$ cat src/design/dws_pkg.sv
// Package for the daily window switch: register map, config type and time helper.
`default_nettype none
package dws_pkg;

	localparam int unsigned HourW  = 5;
	localparam int unsigned MinW   = 6;
	localparam int unsigned LevelW = 8;
	localparam int unsigned TodW   = 11;	// 31*60+63 fits in 11 bits
	localparam int unsigned AddrW  = 5;
	localparam int unsigned DataW  = 32;

	// Register indexes, byte address is 4*index
	typedef enum logic [2:0] {
		REG_ON_HOUR       = 3'd0,
		REG_ON_MINUTE     = 3'd1,
		REG_OFF_HOUR      = 3'd2,
		REG_OFF_MINUTE    = 3'd3,
		REG_ENABLE_BITS   = 3'd4,
		REG_NORMAL_LEVEL  = 3'd5,
		REG_HOLD_SECONDS  = 3'd6,
		REG_TRIGGER_LEVEL = 3'd7
	} reg_idx_t;

	// Window settings handed to the compare logic
	typedef struct packed {
		logic [HourW-1:0] on_hour;
		logic [MinW-1:0]  on_minute;
		logic [HourW-1:0] close_hour;
		logic [MinW-1:0]  off_minute;
	} window_cfg_t;

	// Minute of day: hour*60 + minute, as (hour<<6) - (hour<<2) + minute
	function automatic logic [TodW-1:0] tod(input logic [HourW-1:0] h,
		input logic [MinW-1:0] m);
		logic [TodW-1:0] hx;
		hx = {{(TodW-HourW){1'b0}}, h};
		return (hx << 6) - (hx << 2) + {{(TodW-MinW){1'b0}}, m};
	endfunction

endpackage
`default_nettype wire

$ cat src/design/daily_window_switch_with_sensor_hold.sv
// Top level: daily on/off switch with motion-sensor hold, APB registers, result register.
// One evaluation per transaction: each accepted input gives one drive_level result in the
// next cycle, and a new input is taken every cycle while the result register is empty
// or being drained in the same cycle, so the sustained rate is one item per clock. The
// hold countdown and the window compare sit between the input port and the result
// register. Registers live at byte addresses 0x00..0x1C (index*4); writes take effect
// at the access phase and should only be made while no result is outstanding.
`default_nettype none
module daily_window_switch_with_sensor_hold import dws_pkg::*; (
	input  logic              clk,
	input  logic              arst_n,
	// APB configuration port
	input  logic              psel,
	input  logic              penable,
	input  logic              pwrite,
	input  logic [AddrW-1:0]  paddr,
	input  logic [DataW-1:0]  pwdata,
	output logic [DataW-1:0]  prdata,
	output logic              pready,
	// input channel
	input  logic              in_valid,
	output logic              in_ready,
	input  logic [HourW-1:0]  now_hour,
	input  logic [MinW-1:0]   now_minute,
	input  logic              motion,
	input  logic              second_strobe,
	// result channel
	output logic              out_valid,
	input  logic              out_ready,
	output logic [LevelW-1:0] drive_level
);

	window_cfg_t       win_cfg_q;
	logic [1:0]        enable_bits_q;
	logic [LevelW-1:0] normal_level_q;
	logic [LevelW-1:0] hold_seconds_q;
	logic [LevelW-1:0] trigger_level_q;
	logic [LevelW-1:0] hold_q;
	logic              out_valid_q;
	logic [LevelW-1:0] drive_level_q;

	reg_idx_t          reg_idx;
	logic              cfg_wr;
	logic              in_acc;
	logic              in_window;
	logic              timer_on;
	logic              trig_on;
	logic [LevelW-1:0] level_d;
	logic [LevelW-1:0] hold_d;

	assign pready  = 1'b1;
	assign reg_idx = reg_idx_t'(paddr[AddrW-1:2]);
	assign cfg_wr  = psel && penable && pwrite && pready;

	// register writes
	always_ff @(posedge clk or negedge arst_n) begin
		if (!arst_n) begin
			win_cfg_q       <= '0;
			enable_bits_q   <= '0;
			normal_level_q  <= '0;
			hold_seconds_q  <= '0;
			trigger_level_q <= '0;
		end else if (cfg_wr) begin
			case (reg_idx)
				REG_ON_HOUR:       win_cfg_q.on_hour    <= pwdata[HourW-1:0];
				REG_ON_MINUTE:     win_cfg_q.on_minute  <= pwdata[MinW-1:0];
				REG_OFF_HOUR:      win_cfg_q.close_hour <= pwdata[HourW-1:0];
				REG_OFF_MINUTE:    win_cfg_q.off_minute <= pwdata[MinW-1:0];
				REG_ENABLE_BITS:   enable_bits_q        <= pwdata[1:0];
				REG_NORMAL_LEVEL:  normal_level_q       <= pwdata[LevelW-1:0];
				REG_HOLD_SECONDS:  hold_seconds_q       <= pwdata[LevelW-1:0];
				REG_TRIGGER_LEVEL: trigger_level_q      <= pwdata[LevelW-1:0];
				default: ;
			endcase
		end
	end

	// register readback
	always_comb begin
		case (reg_idx)
			REG_ON_HOUR:       prdata = DataW'(win_cfg_q.on_hour);
			REG_ON_MINUTE:     prdata = DataW'(win_cfg_q.on_minute);
			REG_OFF_HOUR:      prdata = DataW'(win_cfg_q.close_hour);
			REG_OFF_MINUTE:    prdata = DataW'(win_cfg_q.off_minute);
			REG_ENABLE_BITS:   prdata = DataW'(enable_bits_q);
			REG_NORMAL_LEVEL:  prdata = DataW'(normal_level_q);
			REG_HOLD_SECONDS:  prdata = DataW'(hold_seconds_q);
			REG_TRIGGER_LEVEL: prdata = DataW'(trigger_level_q);
			default:           prdata = '0;
		endcase
	end

	dws_window u_window (
		.cfg        (win_cfg_q),
		.now_hour   (now_hour),
		.now_minute (now_minute),
		.in_window  (in_window)
	);

	// decision order: disabled, motion, hold running, daily window
	assign timer_on = enable_bits_q[0];
	assign trig_on  = enable_bits_q[1];

	always_comb begin
		hold_d = hold_q;
		if (!timer_on) begin
			level_d = '0;
		end else if (motion && trig_on) begin
			level_d = trigger_level_q;
			hold_d  = hold_seconds_q;
		end else if ((hold_q != '0) && trig_on) begin
			level_d = trigger_level_q;
			if (second_strobe) begin
				hold_d = hold_q - LevelW'(1);
			end
		end else begin
			level_d = in_window ? normal_level_q : '0;
		end
	end

	// handshake: take a transaction whenever the result slot is free or draining
	assign in_ready = !out_valid_q || out_ready;
	assign in_acc   = in_valid && in_ready;

	always_ff @(posedge clk or negedge arst_n) begin
		if (!arst_n) begin
			hold_q      <= '0;
			out_valid_q <= 1'b0;
		end else begin
			if (in_acc) begin
				hold_q <= hold_d;
			end
			if (in_acc) begin
				out_valid_q <= 1'b1;
			end else if (out_ready) begin
				out_valid_q <= 1'b0;
			end
		end
	end

	// result payload
	always_ff @(posedge clk) begin
		if (in_acc) begin
			drive_level_q <= level_d;
		end
	end

	assign out_valid   = out_valid_q;
	assign drive_level = drive_level_q;

	// an accepted transaction always leaves a result behind
	a_acc_gives_result: assert property (@(posedge clk) disable iff (!arst_n)
		in_acc |=> out_valid)
		else $error("accepted transaction left no result");

	// timer disabled gives a zero drive
	a_disabled_zero: assert property (@(posedge clk) disable iff (!arst_n)
		(in_acc && !timer_on) |=> (drive_level == '0))
		else $error("drive non-zero with timer disabled");

	// hold count only moves on an accepted transaction
	a_hold_stable: assert property (@(posedge clk) disable iff (!arst_n)
		(!in_acc && !cfg_wr) |=> $stable(hold_q))
		else $error("hold count moved without a transaction");

	// without motion the hold count never rises
	a_hold_counts_down: assert property (@(posedge clk) disable iff (!arst_n)
		(in_acc && !motion) |=> (hold_q == $past(hold_q) ||
			hold_q == $past(hold_q) - LevelW'(1)))
		else $error("hold count jumped without motion");

endmodule
`default_nettype wire

$ cat src/design/dws_window.sv
// Daily on/off window test on minute of day, with wrap past midnight.
`default_nettype none
module dws_window import dws_pkg::*; (
	input  window_cfg_t       cfg,
	input  logic [HourW-1:0]  now_hour,
	input  logic [MinW-1:0]   now_minute,
	output logic              in_window
);

	logic [TodW-1:0] cur_tod;
	logic [TodW-1:0] on_tod;
	logic [TodW-1:0] off_tod;

	assign cur_tod = tod(now_hour, now_minute);
	assign on_tod  = tod(cfg.on_hour, cfg.on_minute);
	assign off_tod = tod(cfg.close_hour, cfg.off_minute);

	// Plain window, wrapped window, or the single on minute when equal
	always_comb begin
		if (off_tod > on_tod) begin
			in_window = (cur_tod >= on_tod) && (cur_tod < off_tod);
		end else if (off_tod < on_tod) begin
			in_window = (cur_tod >= on_tod) || (cur_tod < off_tod);
		end else begin
			in_window = (cur_tod == on_tod);
		end
	end

endmodule
`default_nettype wire
$ cat config.mk
export PLATFORM = sky130hd
export DESIGN_NAME = daily_window_switch_with_sensor_hold
export DESIGN_NICKNAME = d
export VERILOG_FILES = /design/src/design/dws_pkg.sv /design/src/design/daily_window_switch_with_sensor_hold.sv /design/src/design/dws_window.sv
export SDC_FILE = /design/constraint.sdc
export NUM_CORES = 1
export LEC_CHECK = 0
export ABC_AREA = 0
export BUFFER_PORTS_ARGS = -buffer_cell sky130_fd_sc_hd__clkbuf_2
export CAP_MARGIN = 20
export CORE_ASPECT_RATIO = 1.5
export CORE_MARGIN = 10
export CORE_UTILIZATION = 53
export CTS_BUF_LIST = sky130_fd_sc_hd__clkbuf_4
export DETAILED_ROUTE_END_ITERATION = 10
export PLACE_DENSITY = 0.89
export SKIP_CTS_REPAIR_TIMING = 1
export SYNTH_ARGS = -nofsm -noshare
export SYNTH_HDL_FRONTEND = slang
export SYNTH_SLANG_ARGS = --single-unit
$ cat constraint.sdc
create_clock -name clk -period 4.2 [get_ports clk]
set_clock_uncertainty 0.1 [all_clocks]
set_input_delay 0.42 -clock clk [delete_from_list [all_inputs] [get_ports clk]]
set_output_delay 0.42 -clock clk [all_outputs]
set_load 0.01 [all_outputs]
# Word level (Yosys, flattened, before mapping)
# Cells that the tools add are included.
# classes
add_sub_neg,7
order_cmp,4
eq_ne,8
n_mux,11
n_reduce_logical,23
# op_table
operator,n
$pmux 32 s8,1
$mux 8,6
$add 11x6->11,3
$sub 11x7->11,3
$lt 11x11->1,2
$reduce_and 2->1,8
$eq 3x3->1 const B,4
$eq 11x11->1,1
$ge 11x11->1,1
$gt 11x11->1,1
$reduce_bool 8->1,1
$sub 8x1->8 const B,1
$eq 3x2->1 const B,2
$logic_and 1x1->1,6
$reduce_bool 2->1,3
$mux 1,4
$reduce_and 4->1,1
$eq 3x1->1 const B,1
$logic_not 3->1,1
$logic_or 1x1->1,2
$logic_not 1->1,1
# word_totals
register_bits,65
input_bits,57
output_inout_bits,43
elab_cells,64

# Logic depth before layout (Yosys ltp)
# logic_depth
ltp_word,9
depth_mapped,16
ltp_nobuf,16

# Hierarchy
# From an unflattened synthesis, not the netlist that was laid out.
# hier_totals
hier_cells,511
area_unflattened_um2,5017.3
# modules_own_cells
mod,n_inst,cells_each,area_per_inst_um2,seq_area_each_um2
daily_window_switch_with_sensor_hold,1,306,3434.5,1666.6
dws_window,1,205,1582.8,0.0

# Least setup slack after synthesis
# No wires, ideal clock.
# synth_timing
path_kind,reg-to-reg
startpoint,register win_cfg_q[9] in the netlist's numbering
endpoint,"register drive_level_q[0] (netlist: drive_level[0]), data pin"
setup_time_ns,0.158
t_arrival_ns,3.376
required_ns,3.942
slack_ns,0.566
path_stages_with_launch,17
path_buffers,0
period_less_slack_ns,3.634
path_cell_list,dfrtp_1 > inv_1 > ha_1 > o21ai_0 > a221oi_1 > or3_1 > nand2_1 > o21ai_0 > ha_1 > a211o_1 > nor3_1 > a21oi_1 > a2111oi_0 > a2111oi_2 > nand2_2 > nand2_4 > o211ai_1
# synth_via
elab_chain_len,9
elab_cells_between_ends,12
classes_between,2 x add/sub; 3 x order compare; 5 x mux; 2 x reduce/logical
# synth_lines
element,line_no,text
start: declaration,daily_window_switch_with_sensor_hold.sv:33,window_cfg_t win_cfg_q;
$sub 11x7->11 (*),dws_pkg.sv:37,"return (hx << 6) - (hx << 2) + {{(TodW-MinW){1'b0}}, m};"
$add 11x6->11 (*),dws_pkg.sv:37,
$lt 11x11->1,"dws_window.sv:21, dws_window.sv:23",
$logic_or 1x1->1,dws_window.sv:23,in_window = (cur_tod >= on_tod) || (cur_tod < off_tod);
$mux 1,dws_window.sv:22,end else if (off_tod < on_tod) begin
$mux 1 (*),dws_window.sv:20,if (off_tod > on_tod) begin
$mux 8 (*),daily_window_switch_with_sensor_hold.sv:117,level_d = in_window ? normal_level_q : '0;
$mux 8 (*),daily_window_switch_with_sensor_hold.sv:111,end else if ((hold_q != '0) && trig_on) begin
$mux 8 (*),daily_window_switch_with_sensor_hold.sv:108,end else if (motion && trig_on) begin
end signal: assignment,daily_window_switch_with_sensor_hold.sv:144,drive_level_q <= level_d;
end: declaration,daily_window_switch_with_sensor_hold.sv:40,logic [LevelW-1:0] drive_level_q;
# Every way passes the cells marked *; elsewhere a longest branch is shown, timed or not.
# A chain may end at the register's enable or synchronous reset.

# Worst setup path in the final report
# layout_timing
startpoint,register win_cfg_q[13] in the netlist's numbering
endpoint,"register drive_level_q[0] (netlist: drive_level[0]), data pin"
# layout_via
elab_chain_len,8
elab_cells_between_ends,12
classes_between,1 x add/sub; 3 x order compare; 1 x eq/ne; 5 x mux; 2 x reduce/logical
# layout_lines
element,line_no
$add 11x6->11 (*),dws_pkg.sv:37
$ge 11x11->1,"dws_window.sv:21, dws_window.sv:23"
$logic_or 1x1->1,dws_window.sv:23
$mux 1,dws_window.sv:22
$mux 1 (*),dws_window.sv:20
$mux 8 (*),daily_window_switch_with_sensor_hold.sv:117
$mux 8 (*),daily_window_switch_with_sensor_hold.sv:111
$mux 8 (*),daily_window_switch_with_sensor_hold.sv:108
# Marks and branches as above.

==> metrics.md <==
| Metric | Value |
|---|---|
| Most frequent cells in the layout | dfrtp_1, o21ai_0, clkbuf_2 |
| Routed WL per cell | 18.9 µm |
| Via density | 6.18 |
| Die Span X | 100 µm |
| CP max FO | 5 |
| Clock net sink count | 65 |
| Maximum VDD drop | 0.000385 V |
| Failing checks | hold timing |
| Syn Area/Cell | 9.22 µm² |
| Register clock-pin slew on the reported worst setup and hold paths | ~0.1 ns |
| Count of final max-slew check failures | 0 |
| Commonest non-fill, non-tap cell in the layout | dfrtp_1 |
| Worst-case reg-to-reg path depth | 15 |
| Count of nets after finishing | a little over 700 |
| Mapped Cells | 553 |
| Largest area contributor in the netlist | dfrtp_1 |
| # fillers | around 750 |
| Area contributors post-synth | dfrtp_1, ha_1, mux2_2, o21ai_0, edfxtp_1 |
| Routability congestion estimate from global placement | just under 0.9 |
| CP Capture Type | flip-flop |
| First-pass GRT wire length | around 22 mm |
| Static Leak | 2.58 nW |
| Worst Max-Slew Pin Slew | 0.970 ns |
| Residual DRC count | 0 |
| Fmax | between 200 and 250 MHz |
| Initial antenna violation count | 0 |
| CTS max path bufs | 2 |
| Vias in the first global route | 4635 |
| # rows | 43 |
| CTS Root Cell | clkbuf_4 |
| Synthesized cell area | 5100 µm² |
| RR Startpoint | win_cfg_q[13]$_DFFE_PN0P_ |
| Met1 wire length | 4.92 mm |
| Main synth FF type | dfrtp_1 |
| Status | finished with violations |
| Tmin final | about 4.1 ns |
| Sequential fraction of the synthesis area | between 30 and 40% |
| YS warnings | 0 |
| Finished Layout Cells | 726 |
| DR iter-0 viols | 276 |
| Die Area | 14000 µm² |
| Antenna cells | 0 |
| Final Hold Vio Count | 3 |
| Post-DRT Antenna Nets | 0 |
| Largest net degree at the start of global routing | 58 |
| Final wirelength | 13.8 mm |
| Die Height | approximately 140 µm |
| R2R Setup Slk | 0.06 ns |
| Total power divided by cell area | 596 nW/µm² |
| Worst Path Required | ~4.3 ns |
| Core area | 9310 µm² |
| Final cycle utilization of the critical path | 98.6% |
| Clock buffer count from CTS | 9 |
| DP Area | roughly 5400 µm² |
| Drt pass-1 iters | 5 |
| Layout cells sized above 1 | 25.4% |
| Starting density of the core | between 50% and 60% |
| Area delta synth->final | 10.4% |
| Crit path DAT | 4.23 ns |
| Top Ports | 100 |
| Grt ovf | 0 |
| Design Area, Final | 5630 µm² |
| Routed wl met3 | 836 µm |
| Detailed-placement wirelength estimate | approximately 10 mm |
| Setup violators final | 0 |
| Uppermost layer routed | met4 |
| DR WL met2 | 7.24 mm |
| EDFF count, synth | 8 |
| Fin Hold WS | -0.00297 ns |
| Startpoint type of the worst setup path | flip-flop |
| PortBufs | 48 |
| Post-synth ARST share | 87.7% |
| CTS tree | done |
| Max_cap viols | 0 |
| Flops & latches, synth | 65 |
| HP Class | primary input to async pin |
| GRT Resource Usage Total | 19.1% |
| CTS H-tree depth | 3 |
| Post-synth top area share | 28.0% |
| Placed insts | 704 |
| Unique masters post-synth | 66 |
| Relative slew slack | 35.1% |
| Worst skew pair latency | 0.44 ns |
| Worst R2R End | drive_level[0]$_SDFFCE_PN0P_ |
| Worst setup path class | flip-flop to flip-flop |
| Via count | 4487 |
-- worst max path at each step --
stage	startpoint	endpoint	slack [ns]	cells after the start
after floorplan	win_cfg_q[9]$_DFFE_PN0P_	drive_level[0]$_SDFFCE_PN0P_	0.57	16
after global placement	win_cfg_q[9]$_DFFE_PN0P_	drive_level[1]$_SDFFCE_PN0P_	0.17	17
after detailed placement	win_cfg_q[9]$_DFFE_PN0P_	drive_level[2]$_SDFFCE_PN0P_	-0.04	17
after CTS	win_cfg_q[9]$_DFFE_PN0P_	drive_level[2]$_SDFFCE_PN0P_	-0.07	16
after global routing	win_cfg_q[9]$_DFFE_PN0P_	drive_level[2]$_SDFFCE_PN0P_	-0.12	17
final	win_cfg_q[13]$_DFFE_PN0P_	drive_level[0]$_SDFFCE_PN0P_	0.06	15
-- per-layer routing --
layer	GRT usage, %	vias up
met5	0	-
met3	5.17	60
met4	12.5	0
met2	34.3	176
li1	-	2073
met1	18.4	2178
-- cell usage after synthesis (all sizes together), types with 3 or more instances --
master   count
o21ai       55
and2        12
nand4        4
nor2        37
a21oi       18
mux2        43
mux4         3
nand2       44
a2bb2oi      3
nand2b       8
xnor2       12
edfxtp       8
a22oi        7
inv         42
a21o         3
a211oi       3
a2111oi      3
nor3        13
o2111ai      9
dfrtp       57
mux2i        4
a31oi        4
xor2         4
buf         28
nor4         4
or2          3
nand3       14
ha          44
o21a         6
or3         10
clkbuf      11
o211ai      11
-- flip-flops by register name (all words and copies together) (netlist names) --
signal	flops
win_cfg_q	22
normal_level_q	8
trigger_level_q	8
drive_level	8
enable_bits_q	2
hold_q	8
hold_seconds_q	8
out_valid	1
-- where the power goes --
part	internal (mW)	total, mW	switching [mW]
combinational	0.891	2.10	1.21
clock	0.128	0.345	0.217
sequential	0.774	0.911	0.137
-- critical path: stages, from the launching register on --
cell       delay [ns]
dfrtp_1          0.44
ha_4             0.28
o21a_2           0.23
or4_4            0.46
a31oi_1          0.24
o21a_1           0.18
ha_1             0.20
a211o_1          0.17
nor3_1           0.07
a21oi_2          0.33
nand3_2          0.17
a2111oi_4        0.32
nand2_2          0.17
buf_12           0.17
o2111ai_1        0.23
o211ai_1         0.13
-- metrics by stage --
stage          power (mW)  setup slack (ns)  utilization (%)  setup TNS (ns)  hold WS [ns]
6_report             3.35            0.0594             60.5               0      -0.00297
5_1_grt              3.61            -0.121             60.5          -0.435        0.0256
4_1_cts              3.07           -0.0732             58.8          -0.117        0.0159
3_5_place_dp         2.72           -0.0373             57.7         -0.0373         0.398
3_3_place_gp         2.59             0.170             57.7               0         0.376
2_1_floorplan        2.26             0.566                -               0        0.0244
-- cells by family after synthesis --
family	Yosys count	synth area share (%)
AO/OA/AOI/OAI	138	18.3
XOR/XNOR	16	3.12
multiplexers	50	11.6
AND/OR/NAND/NOR	154	14.8
flip-flops	65	32.7
adder cells (fa/ha/maj)	46	11.2
buffers and inverters	82	8.07
other	2	0.147
-- area by class of cell --
type	instances	area, µm²	area share [%]
clock buffers	11	82.6	1.47
flip-flops and latches	65	1670	29.6
inverters	43	161	2.87
multi-input cells	429	3200	56.9
repair buffers	61	350	6.22
well taps	112	140	2.49
clock inverters	5	22.5	0.400
(Power assumes the default switching activity.)
